File: src/rtl/sgr_pkg.sv
// shared types and constants for the stream group reverser
`default_nettype none

package sgr_pkg;

   localparam int SGR_MAX_GROUP = 16;
   localparam int SGR_VALUE_W = 32;
   localparam int SGR_GSIZE_W = 5;
   localparam logic [SGR_GSIZE_W-1:0] SGR_GSIZE_RESET = 5'd2;

   typedef struct packed {
      logic signed [SGR_VALUE_W-1:0] in_value;
      logic                          in_last;
   } sgr_req_type;

   typedef struct packed {
      logic signed [SGR_VALUE_W-1:0] out_value;
      logic                          run_end;
      logic                          stream_end;
   } sgr_rsp_type;

   typedef enum logic [1:0] {
      SGR_IDLE,
      SGR_FETCH,
      SGR_SHOW
   } sgr_state_type;

   // controller to datapath commands
   typedef struct packed {
      logic push;        // store request value, bump held count
      logic start;       // begin a run, load read pointer, clear held count
      logic reverse;     // run direction with start
      logic fetch;       // read store into output register, step pointer
      logic fin;         // with fetch: last result of the run
      logic stream_fin;  // with fetch: last result of the stream
   } sgr_cmd_type;

endpackage

`default_nettype wire

File: src/rtl/sgr_datapath.sv
// group store, held count, read pointer and output register
`default_nettype none

module sgr_datapath
   import sgr_pkg::*;
#(
   parameter int MAX_GROUP = SGR_MAX_GROUP
) (
   input  wire logic                                 clock,
   input  wire logic                                 reset,
   input  wire sgr_cmd_type                          cmd,
   input  wire sgr_req_type                          req_payload,
   output logic [$clog2(MAX_GROUP+1)-1:0]            held_count,
   output sgr_rsp_type                               rsp_payload
);

   localparam int CW = $clog2(MAX_GROUP + 1);
   localparam int IW = (MAX_GROUP > 1) ? $clog2(MAX_GROUP) : 1;

   logic [SGR_VALUE_W-1:0] mem [MAX_GROUP];

   logic [CW-1:0]          held_ff, held_in;
   logic [IW-1:0]          ptr_ff, ptr_in;
   logic                   dir_ff, dir_in;
   logic [SGR_VALUE_W-1:0] rd_data_ff;
   logic                   run_end_ff;
   logic                   stream_end_ff;

   always_comb begin
      held_in = held_ff;
      ptr_in  = ptr_ff;
      dir_in  = dir_ff;
      if (cmd.start) begin
         held_in = '0;
         dir_in  = cmd.reverse;
         // newest entry sits at the old held count
         ptr_in  = cmd.reverse ? held_ff[IW-1:0] : '0;
      end else begin
         if (cmd.push) begin
            held_in = held_ff + CW'(1);
         end
         if (cmd.fetch) begin
            ptr_in = dir_ff ? (ptr_ff - IW'(1)) : (ptr_ff + IW'(1));
         end
      end
   end

   always_ff @(posedge clock) begin
      if (reset) begin
         held_ff <= '0;
      end else begin
         held_ff <= held_in;
      end
   end

   always_ff @(posedge clock) begin
      ptr_ff <= ptr_in;
      dir_ff <= dir_in;
   end

   always_ff @(posedge clock) begin
      if (cmd.push) begin
         mem[held_ff[IW-1:0]] <= req_payload.in_value;
      end
   end

   always_ff @(posedge clock) begin
      if (cmd.fetch) begin
         rd_data_ff    <= mem[ptr_ff];
         run_end_ff    <= cmd.fin;
         stream_end_ff <= cmd.stream_fin;
      end
   end

   assign held_count             = held_ff;
   assign rsp_payload.out_value  = rd_data_ff;
   assign rsp_payload.run_end    = run_end_ff;
   assign rsp_payload.stream_end = stream_end_ff;

endmodule

`default_nettype wire

File: src/rtl/sgr_controller.sv
// control state machine and group size register
`default_nettype none

module sgr_controller
   import sgr_pkg::*;
#(
   parameter int MAX_GROUP = SGR_MAX_GROUP
) (
   input  wire logic                          clock,
   input  wire logic                          reset,
   input  wire logic                          req_valid,
   input  wire logic                          req_last,
   output logic                               req_stall,
   output logic                               rsp_valid,
   input  wire logic                          rsp_stall,
   input  wire logic                          csr_wr_en,
   input  wire logic [SGR_GSIZE_W-1:0]        csr_wr_data,
   input  wire logic [$clog2(MAX_GROUP+1)-1:0] held_count,
   output sgr_cmd_type                        cmd
);

   localparam int CW = $clog2(MAX_GROUP + 1);

   sgr_state_type          state_ff, state_in;
   logic [SGR_GSIZE_W-1:0] gsize_ff;
   logic [CW-1:0]          remain_ff, remain_in;
   logic                   last_ff, last_in;
   logic [CW-1:0]          k_eff;
   logic [CW-1:0]          n_held;

   // clamp group size to 1..MAX_GROUP
   always_comb begin
      if (gsize_ff == '0) begin
         k_eff = CW'(1);
      end else if (int'(gsize_ff) > MAX_GROUP) begin
         k_eff = CW'(MAX_GROUP);
      end else begin
         k_eff = CW'(gsize_ff);
      end
   end

   assign n_held = held_count + CW'(1);

   always_ff @(posedge clock) begin
      if (reset) begin
         state_ff  <= SGR_IDLE;
         gsize_ff  <= SGR_GSIZE_RESET;
         remain_ff <= '0;
         last_ff   <= 1'b0;
      end else begin
         state_ff  <= state_in;
         remain_ff <= remain_in;
         last_ff   <= last_in;
         if (csr_wr_en) begin
            gsize_ff <= csr_wr_data;
         end
      end
   end

   always_comb begin
      state_in       = state_ff;
      remain_in      = remain_ff;
      last_in        = last_ff;
      cmd            = '0;
      req_stall      = 1'b1;
      rsp_valid      = 1'b0;
      unique case (state_ff)
         SGR_IDLE: begin
            req_stall = 1'b0;
            if (req_valid) begin
               cmd.push = 1'b1;
               if (n_held >= k_eff) begin
                  cmd.start   = 1'b1;
                  cmd.reverse = 1'b1;
                  remain_in   = n_held;
                  last_in     = req_last;
                  state_in    = SGR_FETCH;
               end else if (req_last) begin
                  cmd.start   = 1'b1;
                  cmd.reverse = 1'b0;
                  remain_in   = n_held;
                  last_in     = 1'b1;
                  state_in    = SGR_FETCH;
               end
            end
         end
         SGR_FETCH: begin
            cmd.fetch      = 1'b1;
            cmd.fin        = (remain_ff == CW'(1));
            cmd.stream_fin = (remain_ff == CW'(1)) && last_ff;
            remain_in      = remain_ff - CW'(1);
            state_in       = SGR_SHOW;
         end
         SGR_SHOW: begin
            rsp_valid = 1'b1;
            if (!rsp_stall) begin
               state_in = (remain_ff == '0) ? SGR_IDLE : SGR_FETCH;
            end
         end
         default: begin
            state_in = SGR_IDLE;
         end
      endcase
   end

`ifndef SYNTHESIS
   a_last_emits: assert property (@(posedge clock) disable iff (reset)
      req_valid && !req_stall && req_last |=> state_ff == SGR_FETCH)
      else $error("last request did not start a run");

   a_idle_room: assert property (@(posedge clock) disable iff (reset)
      state_ff == SGR_IDLE |-> int'(held_count) < MAX_GROUP)
      else $error("group store full while idle");

   a_fetch_remain: assert property (@(posedge clock) disable iff (reset)
      state_ff == SGR_FETCH |-> remain_ff != '0)
      else $error("fetch with nothing left in the run");

   a_run_clears: assert property (@(posedge clock) disable iff (reset)
      cmd.start |=> held_count == '0)
      else $error("held count not cleared at run start");
`endif

endmodule

`default_nettype wire

File: src/rtl/stream_group_reverser.sv
// top level: stream group reverser, reverses each full group of k requests;
//   a short tail at the end of a stream comes out in its original order
// throughput: one request a cycle while collecting; each result is read from the store
//   into the output register, and no request is taken until the run is delivered
// reset: synchronous, clears the controller, held count and group size (to 2);
//   the group store itself is not cleared, only written entries are ever read
`default_nettype none

module stream_group_reverser
   import sgr_pkg::*;
#(
   parameter int MAX_GROUP = SGR_MAX_GROUP
) (
   input  wire logic                   clock,
   input  wire logic                   reset,
   // request channel
   input  wire logic                   req_valid,
   output logic                        req_stall,
   input  wire sgr_req_type            req_payload,
   // result channel
   output logic                        rsp_valid,
   input  wire logic                   rsp_stall,
   output sgr_rsp_type                 rsp_payload,
   // group size register
   input  wire logic                   csr_wr_en,
   input  wire logic [SGR_GSIZE_W-1:0] csr_wr_data
);

   localparam int CW = $clog2(MAX_GROUP + 1);

   // command bundle from controller, held count back from datapath
   sgr_cmd_type   cmd;
   logic [CW-1:0] held_count;

   // state machine: collect requests, then walk the store one result at a time
   sgr_controller #(
      .MAX_GROUP (MAX_GROUP)
   ) u_ctrl (
      .clock       (clock),
      .reset       (reset),
      .req_valid   (req_valid),
      .req_last    (req_payload.in_last),
      .req_stall   (req_stall),
      .rsp_valid   (rsp_valid),
      .rsp_stall   (rsp_stall),
      .csr_wr_en   (csr_wr_en),
      .csr_wr_data (csr_wr_data),
      .held_count  (held_count),
      .cmd         (cmd)
   );

   // store, pointer and registered output; the output register holds while stalled
   sgr_datapath #(
      .MAX_GROUP (MAX_GROUP)
   ) u_dp (
      .clock       (clock),
      .reset       (reset),
      .cmd         (cmd),
      .req_payload (req_payload),
      .held_count  (held_count),
      .rsp_payload (rsp_payload)
   );

endmodule

`default_nettype wire

File: config.mk
export PLATFORM = sky130hd
export DESIGN_NAME = stream_group_reverser
export DESIGN_NICKNAME = d
export VERILOG_FILES = /design/src/rtl/sgr_pkg.sv /design/src/rtl/sgr_datapath.sv /design/src/rtl/sgr_controller.sv /design/src/rtl/stream_group_reverser.sv
export SDC_FILE = /design/constraint.sdc
export NUM_CORES = 1
export LEC_CHECK = 0
export BUFFER_PORTS_ARGS = -buffer_cell sky130_fd_sc_hd__buf_2
export CAP_MARGIN = 0
export CORE_UTILIZATION = 40
export DETAILED_ROUTE_END_ITERATION = 10
export HOLD_SLACK_MARGIN = 0.08
export PLACE_DENSITY = 0.62
export SYNTH_ARGS = -nofsm -noshare
export SYNTH_HDL_FRONTEND = slang
export SYNTH_SLANG_ARGS = --single-unit
File: constraint.sdc
create_clock -name clock -period 11.5 [get_ports clock]
set_input_delay 1.15 -clock clock [delete_from_list [all_inputs] [get_ports clock]]
set_output_delay 1.15 -clock clock [all_outputs]
set_load 0.01 [all_outputs]
==> flow_summary.yaml, run 1 <==
layout:
  syn_to_final_growth_pct: 14.3
  layout_commonest_cell: "edfxtp_1"
  antenna_cells: 0
  nFillCells: 4395
  postLayoutCoreUtil_pct: 46.2
  drive_above_1_share_pct: 32.9
  final_cell_mix: "edfxtp_1 (551), mux4_2 (160), buf_2 (78), clkbuf_16 (58), nand2_1 (22)"
  nNetsFinal: 1101
power:
  p_leak_uw: 0.00789
  combPwrFrac_pct: 11.6
  p_int_uw: 3600
  switchingPower_uw: 1060
  clockPowerShare_pct: 38.1
  seqPwrFrac_pct: 50.3
  swShare_pct: 22.7
  power.density_nw_per_um2: 188
  vdd_drop_max_mv: 0.122
  total_power_uw: 4660
synthesis:
  synth_compound_area_share_pct: 0.939
  netlist_top_cells_area: "edfxtp_1 (76%), mux4_2 (17%), dfxtp_1 (1.7%)"
  syn_nets: 986
  synthSimpleGateAreaFrac_pct: 1.82
  synth.area.mux_share_pct: 16.8
  post-synth-top-area-cell: "edfxtp_1"
  ys_ff_latch: 569
  yosysWarnings: 0
  synth_area_um2: 21700
  synth_top_family_by_area: "multiplexers"
  synth-adder-area-share_pct: 0.898
  synthesis.instances: 928
  yosysUniqueCellTypes: 43
  seq_area_frac_synth_pct: 77.8
  synth_top_area_share_pct: 76.2
  syn_area_per_cell_um2: 23.4
  synth-xor-area-share_pct: 0.363
timing:
  skew_ns: 0.0146
  max_slew_margin_pct: 14.3
  worst_pin_slew_ns: 1.28
  period_minus_slack_ns: 3.22
  hold_violations: 0
  fmax_mhz: 311
  finalSetupViolations: 0
  fin_crit_sh_pct: 28.0
  hold_slack_ns: 0.489
  slew_violations: 0
  setup_tns_ns: 0
  rsz0062_at_grt: "false"
min_path:
  min_path_type: "flop to flop"
cts:
  cts_tree: "done"
  h-tree-depth: 2
  clk_path_buf_depth: 3
  post_cts_resized: 0
  clock_latency_ns: 0.60
  cts.clk_slew.worst_paths_ns: 0.06
  cts_made_buffers: 57
  postCtsHoldBufs: 0
  clockRootBuffer: "clkbuf_16"
  cts.sinks: 569
  cts_setup_buffers: 0
worst_setup_path:
  crit_required_ns: 11.75
  worst_setup_path_start_kind: "input port"
  endpoint_kind: "flop"
  slowest_delay_ns: 1.01
  crit_chain: "buf_2, nor3b_1, buf_4, nand2_1, nor3_2, buf_4"
  worstPathMaxFanout: 21
  critPathBufInv: 3
  slowest_stage: "nor3_2"
  arrival_ns: 3.46
  crit_type: "input port to flop"
  cp_common_cell: "buf_4"
  cpLargestDelayFamily: "simple AND/OR/NAND/NOR gates"
global_routing:
  grt-ovfl-total: 0
  grt_pass1_wl_mm: 65.2
  first_global_vias: 10300
  antenna_found_initial: 2
  grt_usage_pct: 15.9
  grt_start_max_net_pins: 131
die:
  rows: 85
  core-area_um2: 53700
  io_pins: 79
  dieArea_um2: 55300
  initial_core_util_pct: 40.5
  die_w_um: 235
  fp.dieH_um: 235
placement:
  port_buffers: 78
  place_congestion: 0.726
  dp_hpwl_mm: 22.2
drt:
  antenna_left: 0
  detail_route.iter0.violations: 761
  first_pass_iters: 5
  drc: 0
  via_per_inst: 5.41
  num_vias: 9655
  wl_mm: 42.6
  post_drt_wl_per_cell_um: 23.9
run:
  maxCapViolCount: 0
outcome:
  status: "finished clean"
layout make-up:
type,count,area [µm²],area share [%]
Clock inverter,38,295,1.19
Timing Repair Buffer,102,603,2.43
Multi-Input combinational cell,302,4630,18.6
Sequential cell,569,16900,68.1
Tap cell,696,871,3.51
Clock buffer,67,1490,5.98
Inverter,11,41.3,0.166
sequential cells by signal (all words and copies together) (netlist names):
register,cells
u_ctrl.state_ff,2
u_dp.ptr_ff,4
u_dp.stream_end_ff,1
u_dp.dir_ff,1
u_dp.mem,512
u_ctrl.remain_ff,5
u_ctrl.gsize_ff,5
u_dp.run_end_ff,1
u_dp.rd_data_ff,32
u_dp.held_count,5
u_ctrl.last_ff,1
final timing paths:
kind / from / to / slack (ns) / cells after the start
worst max-delay path: req_valid / u_dp.mem[1][8] / 8.28 / 6
worst min-delay path: u_ctrl.last_ff / u_ctrl.last_ff / 0.49 / 2
worst max register to register: u_dp.ptr_ff[0] / u_dp.rd_data_ff[19] / 8.41 / 4
worst min register to register: u_ctrl.last_ff / u_ctrl.last_ff / 0.49 / 2
power groups by stage:
stage	clock (µW)	sequential (µW)	combinational, µW
floorplan	0	2390	386
global placement	0	2390	547
detailed placement	0	2390	554
CTS	1820	2340	556
global route	1900	2340	587
finish	1780	2340	541
Yosys cell counts (all sizes together):
master	count
o311ai	1
mux2i	4
o311a	1
o211ai	3
ha	14
nand2b	6
nand3b	1
or4	1
fa	1
a221o	1
a21o	3
edfxtp	551
nand2	22
nor2	24
nor3	9
nor4	2
xnor2	5
o21a	1
o21ai	7
nor3b	2
mux4	160
a31oi	4
or3	1
a21oi	6
nor2b	3
o31ai	1
and3	2
nand4b	2
inv	11
clkbuf	28
nand4	1
nand3	6
xor2	4
and2	1
a211oi	1
dfxtp	18
buf	18
a211o	2
cell families (layout without fill, tap and decap cells):
kind of cell,after synthesis,after routing
flip-flops,569,569
multiplexers,164,164
AND/OR/NAND/NOR,83,83
buffers and inverters,57,218
AO/OA/AOI/OAI,31,31
adder cells (fa/ha/maj),15,15
XOR/XNOR,9,9
through the flow:
| stage | setup slack (ns) | area, µm² | std cells |
|---|---|---|---|
| global placement | 7.73 | 23000 | 1679 |
| floorplan | 6.97 | 21700 | 928 |
| CTS | 8.25 | 24800 | 1784 |
| global route | 8.14 | 24800 | 1785 |
| detailed placement | 7.63 | 23000 | 1679 |
| finish | 8.28 | 24800 | 1785 |
worst min-delay path, stage by stage (launching register included):
cell      delay (ns)
dfxtp_1         0.32
nand2b_1        0.07
a21oi_1         0.06
metal layers:
metal	global-route usage [%]	vias up	part of all wire [%]
met3	3.00	55	4.6
li1	-	4166	-
met1	21.7	5210	44
met5	0	-	0.026
met4	3.67	2	1.6
met2	26.4	222	50
No activity file was read; power rests on OpenSTA's default activity.
==> inputs of run 2 (changes only) <==
PLACE_DENSITY = 0.64   (was 0.62)
clock period = 2.9 ns   (was 11.5 ns; I/O delays follow)
==> flow_summary.yaml, run 2 (synthesis gave the netlist of run 1 again) <==
worst_setup_path:
  crit_chain: "ha_1, xor2_1, ha_1, a21o_1, a31oi_1, o21a_1, nor2_1, o311a_1"
  cpLargestDelayFamily: "compound AO/OA/AOI/OAI gates"
  endpoint_kind: "flop"
  critPathBufInv: 0
  slowest_delay_ns: 0.45
  slowest_stage: "dfxtp_1"
  cp_common_cell: "ha_1"
  worst_setup_path_start_kind: "flop"
  crit_required_ns: 3.39
  worstPathMaxFanout: 10
  arrival_ns: 3.16
  crit_type: "flop to flop"
layout:
  layout_commonest_cell: "edfxtp_1"
  seqCellArea_um2: 16900
  syn_to_final_growth_pct: 17.9
  nNetsFinal: 1165
  postLayoutCoreUtil_pct: 47.7
  drive_above_1_share_pct: 32.8
  nFillCells: 4283
  largest_register_ffs: 512
  final_cell_mix: "edfxtp_1 (551), mux4_2 (160), buf_2 (78), clkbuf_16 (55), dlygate4sd3_1 (48)"
  multiInputGateArea_um2: 4650
power:
  p_leak_uw: 0.00820
  switchingPower_uw: 4170
  p_int_uw: 14400
  combPwrFrac_pct: 11.8
  power.density_nw_per_um2: 724
  clockPowerShare_pct: 38.0
  seqPwrFrac_pct: 50.2
  total_power_uw: 18500
  vdd_drop_max_mv: 0.540
  swShare_pct: 22.5
timing:
  hold_violations: 0
  worst_pin_slew_ns: 0.934
  rsz0062_at_grt: "false"
  setup_tns_ns: 0
  max_slew_margin_pct: 37.7
  fmax_mhz: 375
  fin_crit_sh_pct: 91.9
  period_minus_slack_ns: 2.67
  finalSetupViolations: 0
  slew_violations: 0
  skew_ns: 0.0277
cts:
  clock_latency_ns: 0.62
  clockRootBuffer: "clkbuf_16"
  cts.sinks: 569
  cts_tree: "done"
  clk_path_buf_depth: 3
  post_cts_resized: 0
  h-tree-depth: 2
  cts.clk_slew.worst_paths_ns: 0.06
  cts_made_buffers: 55
outcome:
  status: "finished clean"
global_routing:
  grt_start_max_net_pins: 60
  grt_pass1_wl_mm: 68.7
  antenna_found_initial: 3
  grt-ovfl-total: 0
  first_global_vias: 10400
  grt_usage_pct: 17.1
drt:
  post_drt_wl_per_cell_um: 25.0
  drc: 0
  num_vias: 9910
  detail_route.iter0.violations: 842
  via_per_inst: 5.36
  antenna_left: 0
  wl_mm: 46.2
  first_pass_iters: 4
die:
  rows: 85
  fp.dieH_um: 235
  core-area_um2: 53700
  dieArea_um2: 55300
  die_w_um: 235
  initial_core_util_pct: 40.5
  io_pins: 79
min_path:
  min_path_type: "input port to flop"
run:
  maxCapViolCount: 0
placement:
  port_buffers: 78
  dp_hpwl_mm: 24.6
  place_congestion: 0.733
run 2: cell count changes in the layout (fill, tap and decap cells not counted), sizes merged:
cell         before  now
buf             102  120
bufinv            4    5
clkbuf           67   70
clkinv           30   23
diode             0    1
dlygate4sd3       0   48
inv              13   14
run 2: what timing repair did:
| action | CTS | global route |
|---|---|---|
| endpoints found under the hold margin | 520 | 0 |
| hold buffers | 48 | 0 |
| setup buffers | 0 | 0 |
run 2: final cells by class:
cell class / count / share of cell area, %
Inverter: 11 / 0.161
Antenna cell: 1 / 0.00977
Clock inverter: 33 / 1.25
Timing Repair Buffer: 168 / 5.36
Tap cell: 696 / 3.40
Multi-Input combinational cell: 302 / 18.2
Clock buffer: 70 / 5.67
Sequential cell: 569 / 66.0
run 2: final timing paths:
kind | slack (ns) | from | to | depth (start not counted)
worst min register to register | 0.48 | u_ctrl.last_ff | u_ctrl.last_ff | 2
worst max-delay path | 0.23 | u_dp.held_count[0] | u_ctrl.remain_ff[1] | 8
worst max register to register | 0.23 | u_dp.held_count[0] | u_ctrl.remain_ff[1] | 8
worst min-delay path | 0.14 | reset | u_ctrl.last_ff | 2
run 2: power by group through the flow:
stage	combinational, µW	clock (µW)	sequential, µW
finish	2190	7040	9310
global route	2360	7490	9320
CTS	2240	7170	9320
detailed placement	2180	0	9490
global placement	2170	0	9480
floorplan	1530	0	9480
run 2: routing by layer:
layer	part of all wire, %	GRT usage [%]	vias up
met5	0.095	0	-
met4	1.5	3.85	6
met3	4.7	3.47	58
met2	50	27.7	239
met1	44	23.9	5302
li1	-	-	4305
run 2: stage by stage:
step / cells / cell area, µm² / hold slack (ns) / setup slack (ns)
6_report: 1850 / 25600 / 0.138 / 0.234
4_1_cts: 1849 / 25600 / 0.0898 / 0.273
3_5_place_dp: 1698 / 23400 / 0.475 / 0.273
2_1_floorplan: 928 / 21700 / 0.389 / 0.0421
5_1_grt: 1849 / 25600 / 0.142 / 0.0765
3_3_place_gp: 1698 / 23400 / 0.474 / 0.361
==> inputs of run 3 (changes only) <==
PLACE_DENSITY = 0.67   (was 0.64)
==> flow_summary.yaml, run 3 (synthesis gave the netlist of run 1 again) <==
layout:
  seqCellArea_um2: 16900
  stdcell_count: 1857
  drive_above_1_share_pct: 33.1
  nNetsFinal: 1171
  final_cell_mix: "edfxtp_1 (551), mux4_2 (160), buf_2 (78), clkbuf_16 (56), dlygate4sd3_1 (45)"
  nFillCells: 4285
  multiInputGateArea_um2: 4650
  largest_register_ffs: 512
  layout_commonest_cell: "edfxtp_1"
  syn_to_final_growth_pct: 18.6
cts:
  post_cts_resized: 0
  cts.clk_slew.worst_paths_ns: 0.06
  cts_setup_buffers: 0
  clk_path_buf_depth: 3
  cts_made_buffers: 56
  cts.sinks: 569
  postCtsHoldBufs: 45
  clock_latency_ns: 0.60
  h-tree-depth: 2
  cts_tree: "done"
  clockRootBuffer: "clkbuf_16"
drt:
  detail_route.iter0.violations: 743
  first_pass_iters: 4
  wl_mm: 45.1
  via_per_inst: 5.39
  drc: 0
  num_vias: 10000
  antenna_left: 0
  post_drt_wl_per_cell_um: 24.3
timing:
  rsz0062_at_grt: "false"
  setup_tns_ns: 0
  worst_pin_slew_ns: 0.842
  slew_violations: 0
  finalSetupViolations: 0
  skew_ns: 0.0108
  period_minus_slack_ns: 2.70
  fin_crit_sh_pct: 93.0
  max_slew_margin_pct: 43.4
  fmax_mhz: 371
  hold_violations: 0
die:
  initial_core_util_pct: 40.5
  io_pins: 79
  rows: 85
  fp.dieH_um: 235
  dieArea_um2: 55300
  core-area_um2: 53700
  die_w_um: 235
global_routing:
  grt_pass1_wl_mm: 68.3
  antenna_found_initial: 2
  first_global_vias: 10600
  grt_usage_pct: 16.7
  grt-ovfl-total: 0
  grt_start_max_net_pins: 41
placement:
  place_congestion: 0.751
  placed_cells: 1706
  port_buffers: 78
  dp_hpwl_mm: 24.5
power:
  power.density_nw_per_um2: 737
  vdd_drop_max_mv: 0.404
  p_leak_uw: 0.00829
min_path:
  min_path_type: "input port to flop"
worst_setup_path:
  slowest_delay_ns: 0.55
  worst_setup_path_start_kind: "flop"
  critPathBufInv: 0
  crit_required_ns: 3.23
  crit_type: "flop to flop"
  worstPathMaxFanout: 10
  slowest_stage: "nor2_1"
  endpoint_kind: "flop"
  crit_chain: "ha_1, nand3_1, xnor2_1, ha_1, a21o_1, nor2_1, o21a_1, nor2_1, o21ai_1"
  cpLargestDelayFamily: "simple AND/OR/NAND/NOR gates"
  arrival_ns: 3.02
run:
  maxCapViolCount: 0
outcome:
  status: "finished clean"
-- run 3: path summary, 6_finish.rpt --
check                          start                  to  slack [ns]  depth (start not counted)
setup / recovery  u_dp.held_count[0]      u_dp.ptr_ff[2]        0.20                          9
setup reg to reg  u_dp.held_count[0]      u_dp.ptr_ff[2]        0.20                          9
hold / removal                 reset  u_ctrl.gsize_ff[4]        0.13                          2
hold reg to reg       u_ctrl.last_ff      u_ctrl.last_ff        0.48                          2
-- run 3: cell type report --
type,count,area share [%]
Antenna cell,2,0.0194
Clock buffer,66,5.58
Clock inverter,38,1.77
Inverter,11,0.160
Multi-Input combinational cell,302,18.0
Sequential cell,569,65.6
Tap cell,696,3.38
Timing Repair Buffer,173,5.45
-- run 3: where the power goes --
group | total [µW] | switching (µW) | internal [µW]
combinational | 2240 | 1070 | 1170
clock | 7440 | 3010 | 4430
sequential | 9320 | 81.7 | 9240
-- run 3: per-layer routing --
metal,wire [µm],track usage (%),vias up
met4,773,4.13,0
met2,22800,28.0,237
met5,0,0,-
met1,19300,22.5,5395
met3,2220,3.42,69
li1,-,-,4307
-- run 3: per-stage QoR --
step / hold WS (ns) / area (µm²) / worst slack [ns] / utilization [%] / total power [µW]
after global placement: 0.470 / 23400 / 0.382 / 43.6 / 11700
final: 0.130 / 25800 / 0.203 / 48.0 / 19000
after detailed placement: 0.467 / 23400 / 0.272 / 43.6 / 11700
after floorplan: 0.389 / 21700 / 0.0421 / - / 11000
after CTS: 0.105 / 25800 / 0.249 / 48.0 / 19200
after global routing: 0.129 / 25800 / 0.0408 / 48.0 / 19600
